File: config.mk
export PLATFORM = sky130hd
export DESIGN_NAME = imu_scale_and_bias_calibration_top
export DESIGN_NICKNAME = d
export VERILOG_FILES = /design/src/rtl/imu_cal_pkg.sv /design/src/rtl/imu_scale_and_bias_calibration_top.sv
export SDC_FILE = /design/constraint.sdc
export NUM_CORES = 2
export LEC_CHECK = 0
export ABC_CLOCK_PERIOD_IN_PS = 49000
export BUFFER_PORTS_ARGS = -buffer_cell sky130_fd_sc_hd__buf_4
export CAP_MARGIN = 0
export CORE_AREA = 2 2 323 405
export DETAILED_ROUTE_END_ITERATION = 16
export DIE_AREA = 0 0 325 407
export GPL_TIMING_DRIVEN = 1
export PLACE_DENSITY = 0.72
export SLEW_MARGIN = 15
export SYNTH_ARGS = -nofsm -noshare
export SYNTH_HDL_FRONTEND = slang
export SYNTH_SLANG_ARGS = --single-unit
File: constraint.sdc
create_clock -name aclk -period 49 [get_ports aclk]
set_input_delay 4.9 -clock aclk [delete_from_list [all_inputs] [get_ports aclk]]
set_output_delay 4.9 -clock aclk [all_outputs]
set_load 0.03 [all_outputs]
File: src/rtl/imu_cal_pkg.sv
// ----------------------------------------------------------------------------
// imu_cal_pkg
// Shared widths, codes and helpers for the IMU scale and bias calibration.
// ----------------------------------------------------------------------------
package imu_cal_pkg;

    // field widths
    localparam int RAW_W    = 16;
    localparam int VAL_W    = 32;
    localparam int SUM_W    = 48;
    localparam int CNT_W    = 16;
    localparam int RANGE_W  = 2;
    localparam int KIND_W   = 2;
    localparam int NUM_AXES = 6;
    localparam int NUM_OFFS = 5;

    // port widths
    localparam int S_DATA_W  = NUM_AXES * RAW_W;
    localparam int M_DATA_W  = NUM_AXES * VAL_W;
    localparam int M_USER_W  = 2;
    localparam int CFG_IDX_W = 2;
    localparam int CFG_DAT_W = 16;

    // divider: 48-bit dividend, divisor up to 65536
    localparam int DIV_W     = CNT_W + 1;
    localparam int STEP_W    = $clog2(SUM_W);

    // frame kinds
    localparam logic [KIND_W-1:0] KIND_CLEAR   = 2'd0;
    localparam logic [KIND_W-1:0] KIND_CALIB   = 2'd1;
    localparam logic [KIND_W-1:0] KIND_MEASURE = 2'd2;

    // configuration register indexes
    localparam logic [CFG_IDX_W-1:0] REG_CALIB_COUNT = 2'd0;
    localparam logic [CFG_IDX_W-1:0] REG_GYRO_RANGE  = 2'd1;
    localparam logic [CFG_IDX_W-1:0] REG_ACCEL_RANGE = 2'd2;

    // reset values of the registers
    localparam logic [CNT_W-1:0]   CALIB_COUNT_RST = 16'd256;
    localparam logic [RANGE_W-1:0] GYRO_RANGE_RST  = 2'd2;
    localparam logic [RANGE_W-1:0] ACCEL_RANGE_RST = 2'd3;

    // accel shift base: Q8.24 g = raw << (10 + range)
    localparam logic [4:0] ACCEL_SHIFT_BASE = 5'd10;

    // round(2^24 * pi / (180 * LSB)) for 250/500/1000/2000 deg/s
    function automatic logic [14:0] rate_mult(input logic [RANGE_W-1:0] rng);
        logic [14:0] m;
        case (rng)
            2'd0:    m = 15'd2235;
            2'd1:    m = 15'd4470;
            2'd2:    m = 15'd8927;
            default: m = 15'd17855;
        endcase
        return m;
    endfunction

    // clamp a 49-bit signed value to signed 32 bits
    function automatic logic signed [VAL_W-1:0] sat32(input logic signed [SUM_W:0] v);
        logic signed [VAL_W-1:0] r;
        if (v > 49'sh0_0000_7FFF_FFFF) begin
            r = 32'sh7FFF_FFFF;
        end else if (v < -49'sh0_0000_8000_0000) begin
            r = -32'sh8000_0000;
        end else begin
            r = v[VAL_W-1:0];
        end
        return r;
    endfunction

endpackage

File: src/rtl/imu_scale_and_bias_calibration_top.sv
// ----------------------------------------------------------------------------
// imu_scale_and_bias_calibration_top
// Scales six-axis IMU frames to Q8.24 and learns and removes axis biases.
// ----------------------------------------------------------------------------
// One frame is handled at a time by a small sequencer around a shared scale
// unit (accel shifter / gyro 16x15 multiplier), a shared subtract-saturate
// adder and a restoring divider that yields one quotient bit per cycle.
// A clear frame or an unused kind goes from the idle state straight to the
// finish state. Calibration and measurement frames walk the six axes through
// the scale unit, a scale step and an accumulate step per axis. A calibration
// frame that ends a run then forms five rounded means in the divider, each
// by a set-up step, 48 quotient bits and an offset update. A result waits in
// the output register while the next frame is already taken and worked on;
// the input is ready whenever the sequencer is idle.
// ----------------------------------------------------------------------------
module imu_scale_and_bias_calibration_top (
    input  logic                                aclk,
    input  logic                                aresetn,
    // input frames
    input  logic                                s_tvalid,
    output logic                                s_tready,
    // raw_accel_x, raw_accel_y, raw_accel_z, raw_gyro_x, raw_gyro_y, raw_gyro_z
    input  logic [imu_cal_pkg::S_DATA_W-1:0]   s_tdata,
    // kind
    input  logic [imu_cal_pkg::KIND_W-1:0]     s_tuser,
    // results
    output logic                                m_tvalid,
    input  logic                                m_tready,
    // accel_x, accel_y, accel_z, gyro_x, gyro_y, gyro_z
    output logic [imu_cal_pkg::M_DATA_W-1:0]   m_tdata,
    // is_measurement, calibration_done
    output logic [imu_cal_pkg::M_USER_W-1:0]   m_tuser,
    // register writes
    input  logic                                cfg_valid,
    output logic                                cfg_ready,
    input  logic [imu_cal_pkg::CFG_IDX_W-1:0]  cfg_index,
    input  logic [imu_cal_pkg::CFG_DAT_W-1:0]  cfg_data
);
    import imu_cal_pkg::*;

    typedef enum logic [2:0] {
        ST_IDLE,
        ST_SCALE,
        ST_ACC,
        ST_DIV_PREP,
        ST_DIV,
        ST_APPLY,
        ST_FINISH
    } state_t;

    typedef logic signed [RAW_W-1:0] raw_arr_t [NUM_AXES];
    typedef logic signed [VAL_W-1:0] val_arr_t [NUM_AXES];
    typedef logic signed [VAL_W-1:0] off_arr_t [NUM_OFFS];
    typedef logic signed [SUM_W-1:0] sum_arr_t [NUM_OFFS];

    state_t                    state_reg,   state_next;
    logic [2:0]                axis_reg,    axis_next;
    logic [2:0]                slot_reg,    slot_next;
    logic [STEP_W-1:0]         step_reg,    step_next;
    logic [KIND_W-1:0]         kind_reg,    kind_next;
    raw_arr_t                  raw_reg,     raw_next;
    logic signed [VAL_W-1:0]   scaled_reg,  scaled_next;
    val_arr_t                  res_reg,     res_next;
    logic                      done_reg,    done_next;
    logic [CNT_W-1:0]          cnt_reg,     cnt_next;
    logic [RANGE_W-1:0]        grange_reg,  grange_next;
    logic [RANGE_W-1:0]        arange_reg,  arange_next;
    off_arr_t                  off_reg,     off_next;
    sum_arr_t                  sum_reg,     sum_next;
    logic [CNT_W-1:0]          samples_reg, samples_next;
    logic [SUM_W-1:0]          quo_reg,     quo_next;
    logic [DIV_W-1:0]          rem_reg,     rem_next;
    logic                      neg_reg,     neg_next;
    logic [DIV_W-1:0]          eff_reg,     eff_next;
    logic                      m_tvalid_reg, m_tvalid_next;
    logic [M_DATA_W-1:0]       m_tdata_reg,  m_tdata_next;
    logic [M_USER_W-1:0]       m_tuser_reg,  m_tuser_next;

    // shared scale unit
    logic signed [RAW_W-1:0]   raw_sel;
    logic signed [VAL_W-1:0]   accel_val;
    logic signed [VAL_W-1:0]   gyro_val;
    // axis to offset slot
    logic                      has_off;
    logic [2:0]                axis_slot;
    // shared adder
    logic signed [SUM_W:0]     diff_val;
    // run bookkeeping
    logic [DIV_W-1:0]          n_val;
    logic [DIV_W-1:0]          eff_val;
    // divider step
    logic [DIV_W:0]            rem_sh;
    logic                      rem_ge;
    // mean and offset update
    logic signed [SUM_W-1:0]   sum_sel;
    logic [SUM_W-1:0]          mag_val;
    logic signed [SUM_W-1:0]   mean_val;
    logic signed [SUM_W:0]     tot_val;

    assign s_tready  = (state_reg == ST_IDLE);
    assign cfg_ready = 1'b1;
    assign m_tvalid  = m_tvalid_reg;
    assign m_tdata   = m_tdata_reg;
    assign m_tuser   = m_tuser_reg;

    // scale unit: shift for accel, table multiply for gyro
    assign raw_sel   = raw_reg[axis_reg];
    assign accel_val = VAL_W'(raw_sel) <<< (ACCEL_SHIFT_BASE + 5'(arange_reg));
    assign gyro_val  = raw_sel * $signed({1'b0, rate_mult(grange_reg)});

    // offset slots: ax, ay, gx, gy, gz; z accel has none
    always_comb begin
        has_off   = 1'b1;
        axis_slot = 3'd0;
        case (axis_reg)
            3'd0:    axis_slot = 3'd0;
            3'd1:    axis_slot = 3'd1;
            3'd2:    has_off   = 1'b0;
            3'd3:    axis_slot = 3'd2;
            3'd4:    axis_slot = 3'd3;
            3'd5:    axis_slot = 3'd4;
            default: has_off   = 1'b0;
        endcase
    end

    // measured value minus offset
    assign diff_val = (SUM_W+1)'(scaled_reg)
                    - (has_off ? (SUM_W+1)'(off_reg[axis_slot]) : '0);

    // samples in the run including this one; zero count means 65536
    assign n_val   = DIV_W'(samples_reg) + DIV_W'(1);
    assign eff_val = (cnt_reg == '0) ? {1'b1, {CNT_W{1'b0}}} : DIV_W'(cnt_reg);

    // restoring divider, one quotient bit per cycle
    assign rem_sh = {rem_reg, quo_reg[SUM_W-1]};
    assign rem_ge = (rem_sh >= (DIV_W+1)'(eff_reg));

    // magnitude of the sum, signed mean, offset update
    assign sum_sel  = sum_reg[slot_reg];
    assign mag_val  = sum_sel[SUM_W-1] ? SUM_W'(-sum_sel) : SUM_W'(sum_sel);
    assign mean_val = neg_reg ? -$signed(quo_reg) : $signed(quo_reg);
    assign tot_val  = (SUM_W+1)'(off_reg[slot_reg]) + (SUM_W+1)'(mean_val);

    // sequencer next state
    always_comb begin
        state_next    = state_reg;
        axis_next     = axis_reg;
        slot_next     = slot_reg;
        step_next     = step_reg;
        kind_next     = kind_reg;
        raw_next      = raw_reg;
        scaled_next   = scaled_reg;
        res_next      = res_reg;
        done_next     = done_reg;
        cnt_next      = cnt_reg;
        grange_next   = grange_reg;
        arange_next   = arange_reg;
        off_next      = off_reg;
        sum_next      = sum_reg;
        samples_next  = samples_reg;
        quo_next      = quo_reg;
        rem_next      = rem_reg;
        neg_next      = neg_reg;
        eff_next      = eff_reg;
        m_tvalid_next = m_tvalid_reg;
        m_tdata_next  = m_tdata_reg;
        m_tuser_next  = m_tuser_reg;

        // register writes
        if (cfg_valid) begin
            case (cfg_index)
                REG_CALIB_COUNT: cnt_next    = cfg_data;
                REG_GYRO_RANGE:  grange_next = cfg_data[RANGE_W-1:0];
                REG_ACCEL_RANGE: arange_next = cfg_data[RANGE_W-1:0];
                default: ;
            endcase
        end

        // output beat taken
        if (m_tvalid_reg && m_tready) begin
            m_tvalid_next = 1'b0;
        end

        case (state_reg)
            ST_IDLE: begin
                if (s_tvalid) begin
                    kind_next = s_tuser;
                    for (int i = 0; i < NUM_AXES; i++) begin
                        raw_next[i] = s_tdata[i*RAW_W +: RAW_W];
                        res_next[i] = '0;
                    end
                    done_next = 1'b0;
                    axis_next = 3'd0;
                    case (s_tuser)
                        KIND_CLEAR: begin
                            for (int i = 0; i < NUM_OFFS; i++) begin
                                off_next[i] = '0;
                                sum_next[i] = '0;
                            end
                            samples_next = '0;
                            state_next   = ST_FINISH;
                        end
                        KIND_CALIB, KIND_MEASURE: state_next = ST_SCALE;
                        default: state_next = ST_FINISH;
                    endcase
                end
            end
            ST_SCALE: begin
                scaled_next = (axis_reg < 3'd3) ? accel_val : gyro_val;
                state_next  = ST_ACC;
            end
            ST_ACC: begin
                if (kind_reg == KIND_MEASURE) begin
                    res_next[axis_reg] = sat32(diff_val);
                end else if (has_off) begin
                    sum_next[axis_slot] = sum_reg[axis_slot] + SUM_W'(scaled_reg);
                end
                if (axis_reg == 3'(NUM_AXES - 1)) begin
                    if (kind_reg == KIND_CALIB && n_val >= eff_val) begin
                        eff_next   = eff_val;
                        slot_next  = 3'd0;
                        state_next = ST_DIV_PREP;
                    end else begin
                        if (kind_reg == KIND_CALIB) begin
                            samples_next = n_val[CNT_W-1:0];
                        end
                        state_next = ST_FINISH;
                    end
                end else begin
                    axis_next  = axis_reg + 3'd1;
                    state_next = ST_SCALE;
                end
            end
            ST_DIV_PREP: begin
                // round half away from zero: (|sum| + d/2) / d
                neg_next   = sum_sel[SUM_W-1];
                quo_next   = mag_val + SUM_W'(eff_reg >> 1);
                rem_next   = '0;
                step_next  = '0;
                state_next = ST_DIV;
            end
            ST_DIV: begin
                rem_next = rem_ge ? DIV_W'(rem_sh - (DIV_W+1)'(eff_reg)) : rem_sh[DIV_W-1:0];
                quo_next = {quo_reg[SUM_W-2:0], rem_ge};
                if (step_reg == STEP_W'(SUM_W - 1)) begin
                    state_next = ST_APPLY;
                end else begin
                    step_next = step_reg + STEP_W'(1);
                end
            end
            ST_APPLY: begin
                off_next[slot_reg] = sat32(tot_val);
                sum_next[slot_reg] = '0;
                if (slot_reg == 3'(NUM_OFFS - 1)) begin
                    samples_next = '0;
                    done_next    = 1'b1;
                    state_next   = ST_FINISH;
                end else begin
                    slot_next  = slot_reg + 3'd1;
                    state_next = ST_DIV_PREP;
                end
            end
            ST_FINISH: begin
                // load the output register once it is free
                if (!m_tvalid_reg || m_tready) begin
                    for (int i = 0; i < NUM_AXES; i++) begin
                        m_tdata_next[i*VAL_W +: VAL_W] = res_reg[i];
                    end
                    m_tuser_next  = {done_reg, kind_reg == KIND_MEASURE};
                    m_tvalid_next = 1'b1;
                    state_next    = ST_IDLE;
                end
            end
            default: state_next = ST_IDLE;
        endcase
    end

    // state and registers
    always_ff @(posedge aclk) begin
        if (!aresetn) begin
            state_reg    <= ST_IDLE;
            m_tvalid_reg <= 1'b0;
            cnt_reg      <= CALIB_COUNT_RST;
            grange_reg   <= GYRO_RANGE_RST;
            arange_reg   <= ACCEL_RANGE_RST;
            samples_reg  <= '0;
            for (int i = 0; i < NUM_OFFS; i++) begin
                off_reg[i] <= '0;
                sum_reg[i] <= '0;
            end
        end else begin
            state_reg    <= state_next;
            m_tvalid_reg <= m_tvalid_next;
            cnt_reg      <= cnt_next;
            grange_reg   <= grange_next;
            arange_reg   <= arange_next;
            samples_reg  <= samples_next;
            off_reg      <= off_next;
            sum_reg      <= sum_next;
        end
        // datapath registers, no reset needed
        axis_reg    <= axis_next;
        slot_reg    <= slot_next;
        step_reg    <= step_next;
        kind_reg    <= kind_next;
        raw_reg     <= raw_next;
        scaled_reg  <= scaled_next;
        res_reg     <= res_next;
        done_reg    <= done_next;
        quo_reg     <= quo_next;
        rem_reg     <= rem_next;
        neg_reg     <= neg_next;
        eff_reg     <= eff_next;
        m_tdata_reg <= m_tdata_next;
        m_tuser_reg <= m_tuser_next;
    end

endmodule
==> results.py <==
metrics = {
    "finish": {
        "multi_input_area_mm2": 0.0395,
        "finalNonFillerCells": 9582,
        "nets": 8411,
        "largest_reg_flops": 240,
        "fillCellCount": 10900,
        "syn2layout_area_growth_pct": 10.1,
        "regArea_mm2": 0.0272,
        "final_layout_size_suffix_gt1_frac": 0.102,
    },
    "yosys": {
        "async_flop_share": 0,
        "synthFlopType": "edfxtp_1",
        "yosys_warnings": 0,
        "yosysTopAreaCell": "edfxtp_1",
        "synth_top_area_frac": 0.261,
        "ys_ff_latch": 1052,
        "ys_seq_area_frac": 0.386,
        "syn-num-nets": 8457,
        "yosysMostFrequentCell": "a21oi_1",
        "ys_top_cells_by_area": "edfxtp_1 26%, dfxtp_1 13%, fa_1 7.1%",
        "synth_edf_count": 612,
        "synthCells": 7811,
        "synth_area_mm2": 0.0703,
        "ys_types": 106,
        "netlist_top_cells_count": "842 x a21oi_1, 811 x nand2_1, 612 x edfxtp_1",
        "syn_area_per_cell_um2": 9.01,
    },
    "sta": {
        "finalSetupViolations": 0,
        "relSlewSlack": 0.163,
        "max_freq_mhz": 95.9,
        "worst_pin_slew_ps": 1250,
        "finClkSkew_ps": 74.6,
        "post-route-period-util": 0.213,
        "period_minus_slack_ps": 10430,
        "rsz0062_at_grt": "false",
        "setup_tns_ps": 0,
        "hold_viol_final": 0,
        "slew_violations": 0,
    },
    "routing": {
        "wl_mm": 236,
        "first_iter_violations": 7870,
        "drc": 0,
        "dr.pass1.iters": 7,
        "wire_per_inst_um": 24.6,
        "postRouteAntennaNets": 0,
        "routed-via-count": 62400,
        "via_per_inst": 6.52,
    },
    "clock_tree": {
        "ctsRootBufferMaster": "clkbuf_16",
        "cts.path.max_buffers": 3,
        "cts_setup_buffers": 0,
        "cts.sinks": 1052,
        "cts_resized": 0,
        "cts_tree": "yes",
        "cts-htree-levels": 3,
        "cts_buffers": 107,
        "clk_latency_ps": 810,
        "clk_pin_slew_ps": 60,
        "hold_buffers": 0,
    },
    "die": {
        "dieArea_mm2": 0.132,
        "ios": 318,
        "core_region_area_mm2": 0.128,
        "die_h_um": 407,
        "start_util": 0.549,
        "rows": 147,
        "fp.dieW_um": 325,
    },
    "critical_path": {
        "worst_ep_required_time_ps": 49470,
        "critical-path-slowest-cell": "fa_1",
        "cp_data_arrival_time_ps": 10890,
        "crit_type": "flop to flop",
        "crit_fanout": 76,
        "crit_path_max_incr_delay_ps": 940,
        "reg2reg_slack_ps": 38570,
        "worst_setup_path_start_kind": "flop",
        "reg2regPathDepth": 28,
        "cpMostUsedCell": "fa_1",
        "cp-end-kind": "flop",
    },
    "worst_hold_path": {
        "hold_depth": 0,
        "hp-class": "flop to flop",
    },
    "global_routing": {
        "gr-total-overflow": 0,
        "grt_pass1_wl_mm": 355,
        "grt_max_degree": 231,
        "antenna_found_initial": 24,
        "grt_pass1_vias": 59200,
        "track_usage": 0.346,
    },
    "place": {
        "dp.cells": 9368,
        "portBuffers": 316,
        "gp_congestion": 0.938,
        "dp_hpwl_mm": 157,
    },
    "outcome": {
        "status": "finished, final reports clean",
    },
    "flow_run": {
        "drv_cap": 0,
    },
}
## metrics by stage
step           hold slack (ps)  utilization  cell area [µm²]  setup slack, ps
6_report                   391        0.604            77400            38570
5_1_grt                    402        0.604            77400            37630
4_1_cts                    401        0.604            77400            38500
3_5_place_dp               426        0.575            73700            38520
3_3_place_gp               428        0.575            73700            38670
2_1_floorplan              400            -            70400            29980
## path summary, 6_finish.rpt
kind                        startpoint                  endpoint
max          axis_reg[1]$_SDFFCE_PN0P_  scaled_reg[31]$_DFFE_PP_
min          res_reg[10]$_SDFFCE_PN0P_    m_tdata[170]$_DFFE_PP_
max reg2reg  axis_reg[1]$_SDFFCE_PN0P_  scaled_reg[31]$_DFFE_PP_
min reg2reg  res_reg[10]$_SDFFCE_PN0P_    m_tdata[170]$_DFFE_PP_
## critical path, delay by kind of cell (launching register included)
kind	cells	cell delay, ps
fa+ha+maj	7	3910
buf+inv	7	2380
compound gates	9	1790
simple gates	4	1320
flops	1	570
xor+xnor	1	120
## kinds of logic after synthesis
family,after synthesis,share of synthesized area
AO/OA/AOI/OAI,2352,0.208
flip-flops,1052,0.386
XOR/XNOR,287,0.0362
multiplexers,140,0.0229
buffers and inverters,1020,0.0566
AND/OR/NAND/NOR,2434,0.170
other,1,0.0000533
adder cells (fa/ha/maj),525,0.120
## placed cells by master (no fill, tap or decap), types with 39 or more instances in the layout
cell,count
buf_4,405
nor2_1,321
nor2b_1,247
nand3_1,226
xnor2_1,210
a22oi_1,243
inv_1,448
a21oi_1,841
mux2i_1,101
dfxtp_1,440
xor2_1,73
a31oi_1,65
o21ai_0,565
nor3_1,338
nand2b_1,88
clkbuf_16,111
a21o_1,88
ha_1,274
and3_1,50
nand4_1,47
o2111ai_1,39
nand2_1,801
fa_1,251
edfxtp_1,612
and2_1,107
## cell type report
cell class,count,area share
clock inverter,70,0.00976
timing repair buffer,413,0.0412
clock buffer,130,0.0376
inverter,452,0.0219
multi-input combinational,5739,0.510
tap,1713,0.0277
antenna,13,0.000420
sequential,1052,0.351
## layer usage
| layer | global-route usage | share of wire | vias up |
|---|---|---|---|
| met5 | 0 | 0.00069 | - |
| met4 | 0.229 | 0.073 | 22 |
| met3 | 0.0735 | 0.10 | 947 |
| met2 | 0.554 | 0.45 | 3622 |
| met1 | 0.424 | 0.37 | 29800 |
| li1 | - | - | 28000 |
Power is left out: the tool's default activity adds up to more than one toggle a clock period on the data nets, which glitch-free logic cannot reach.
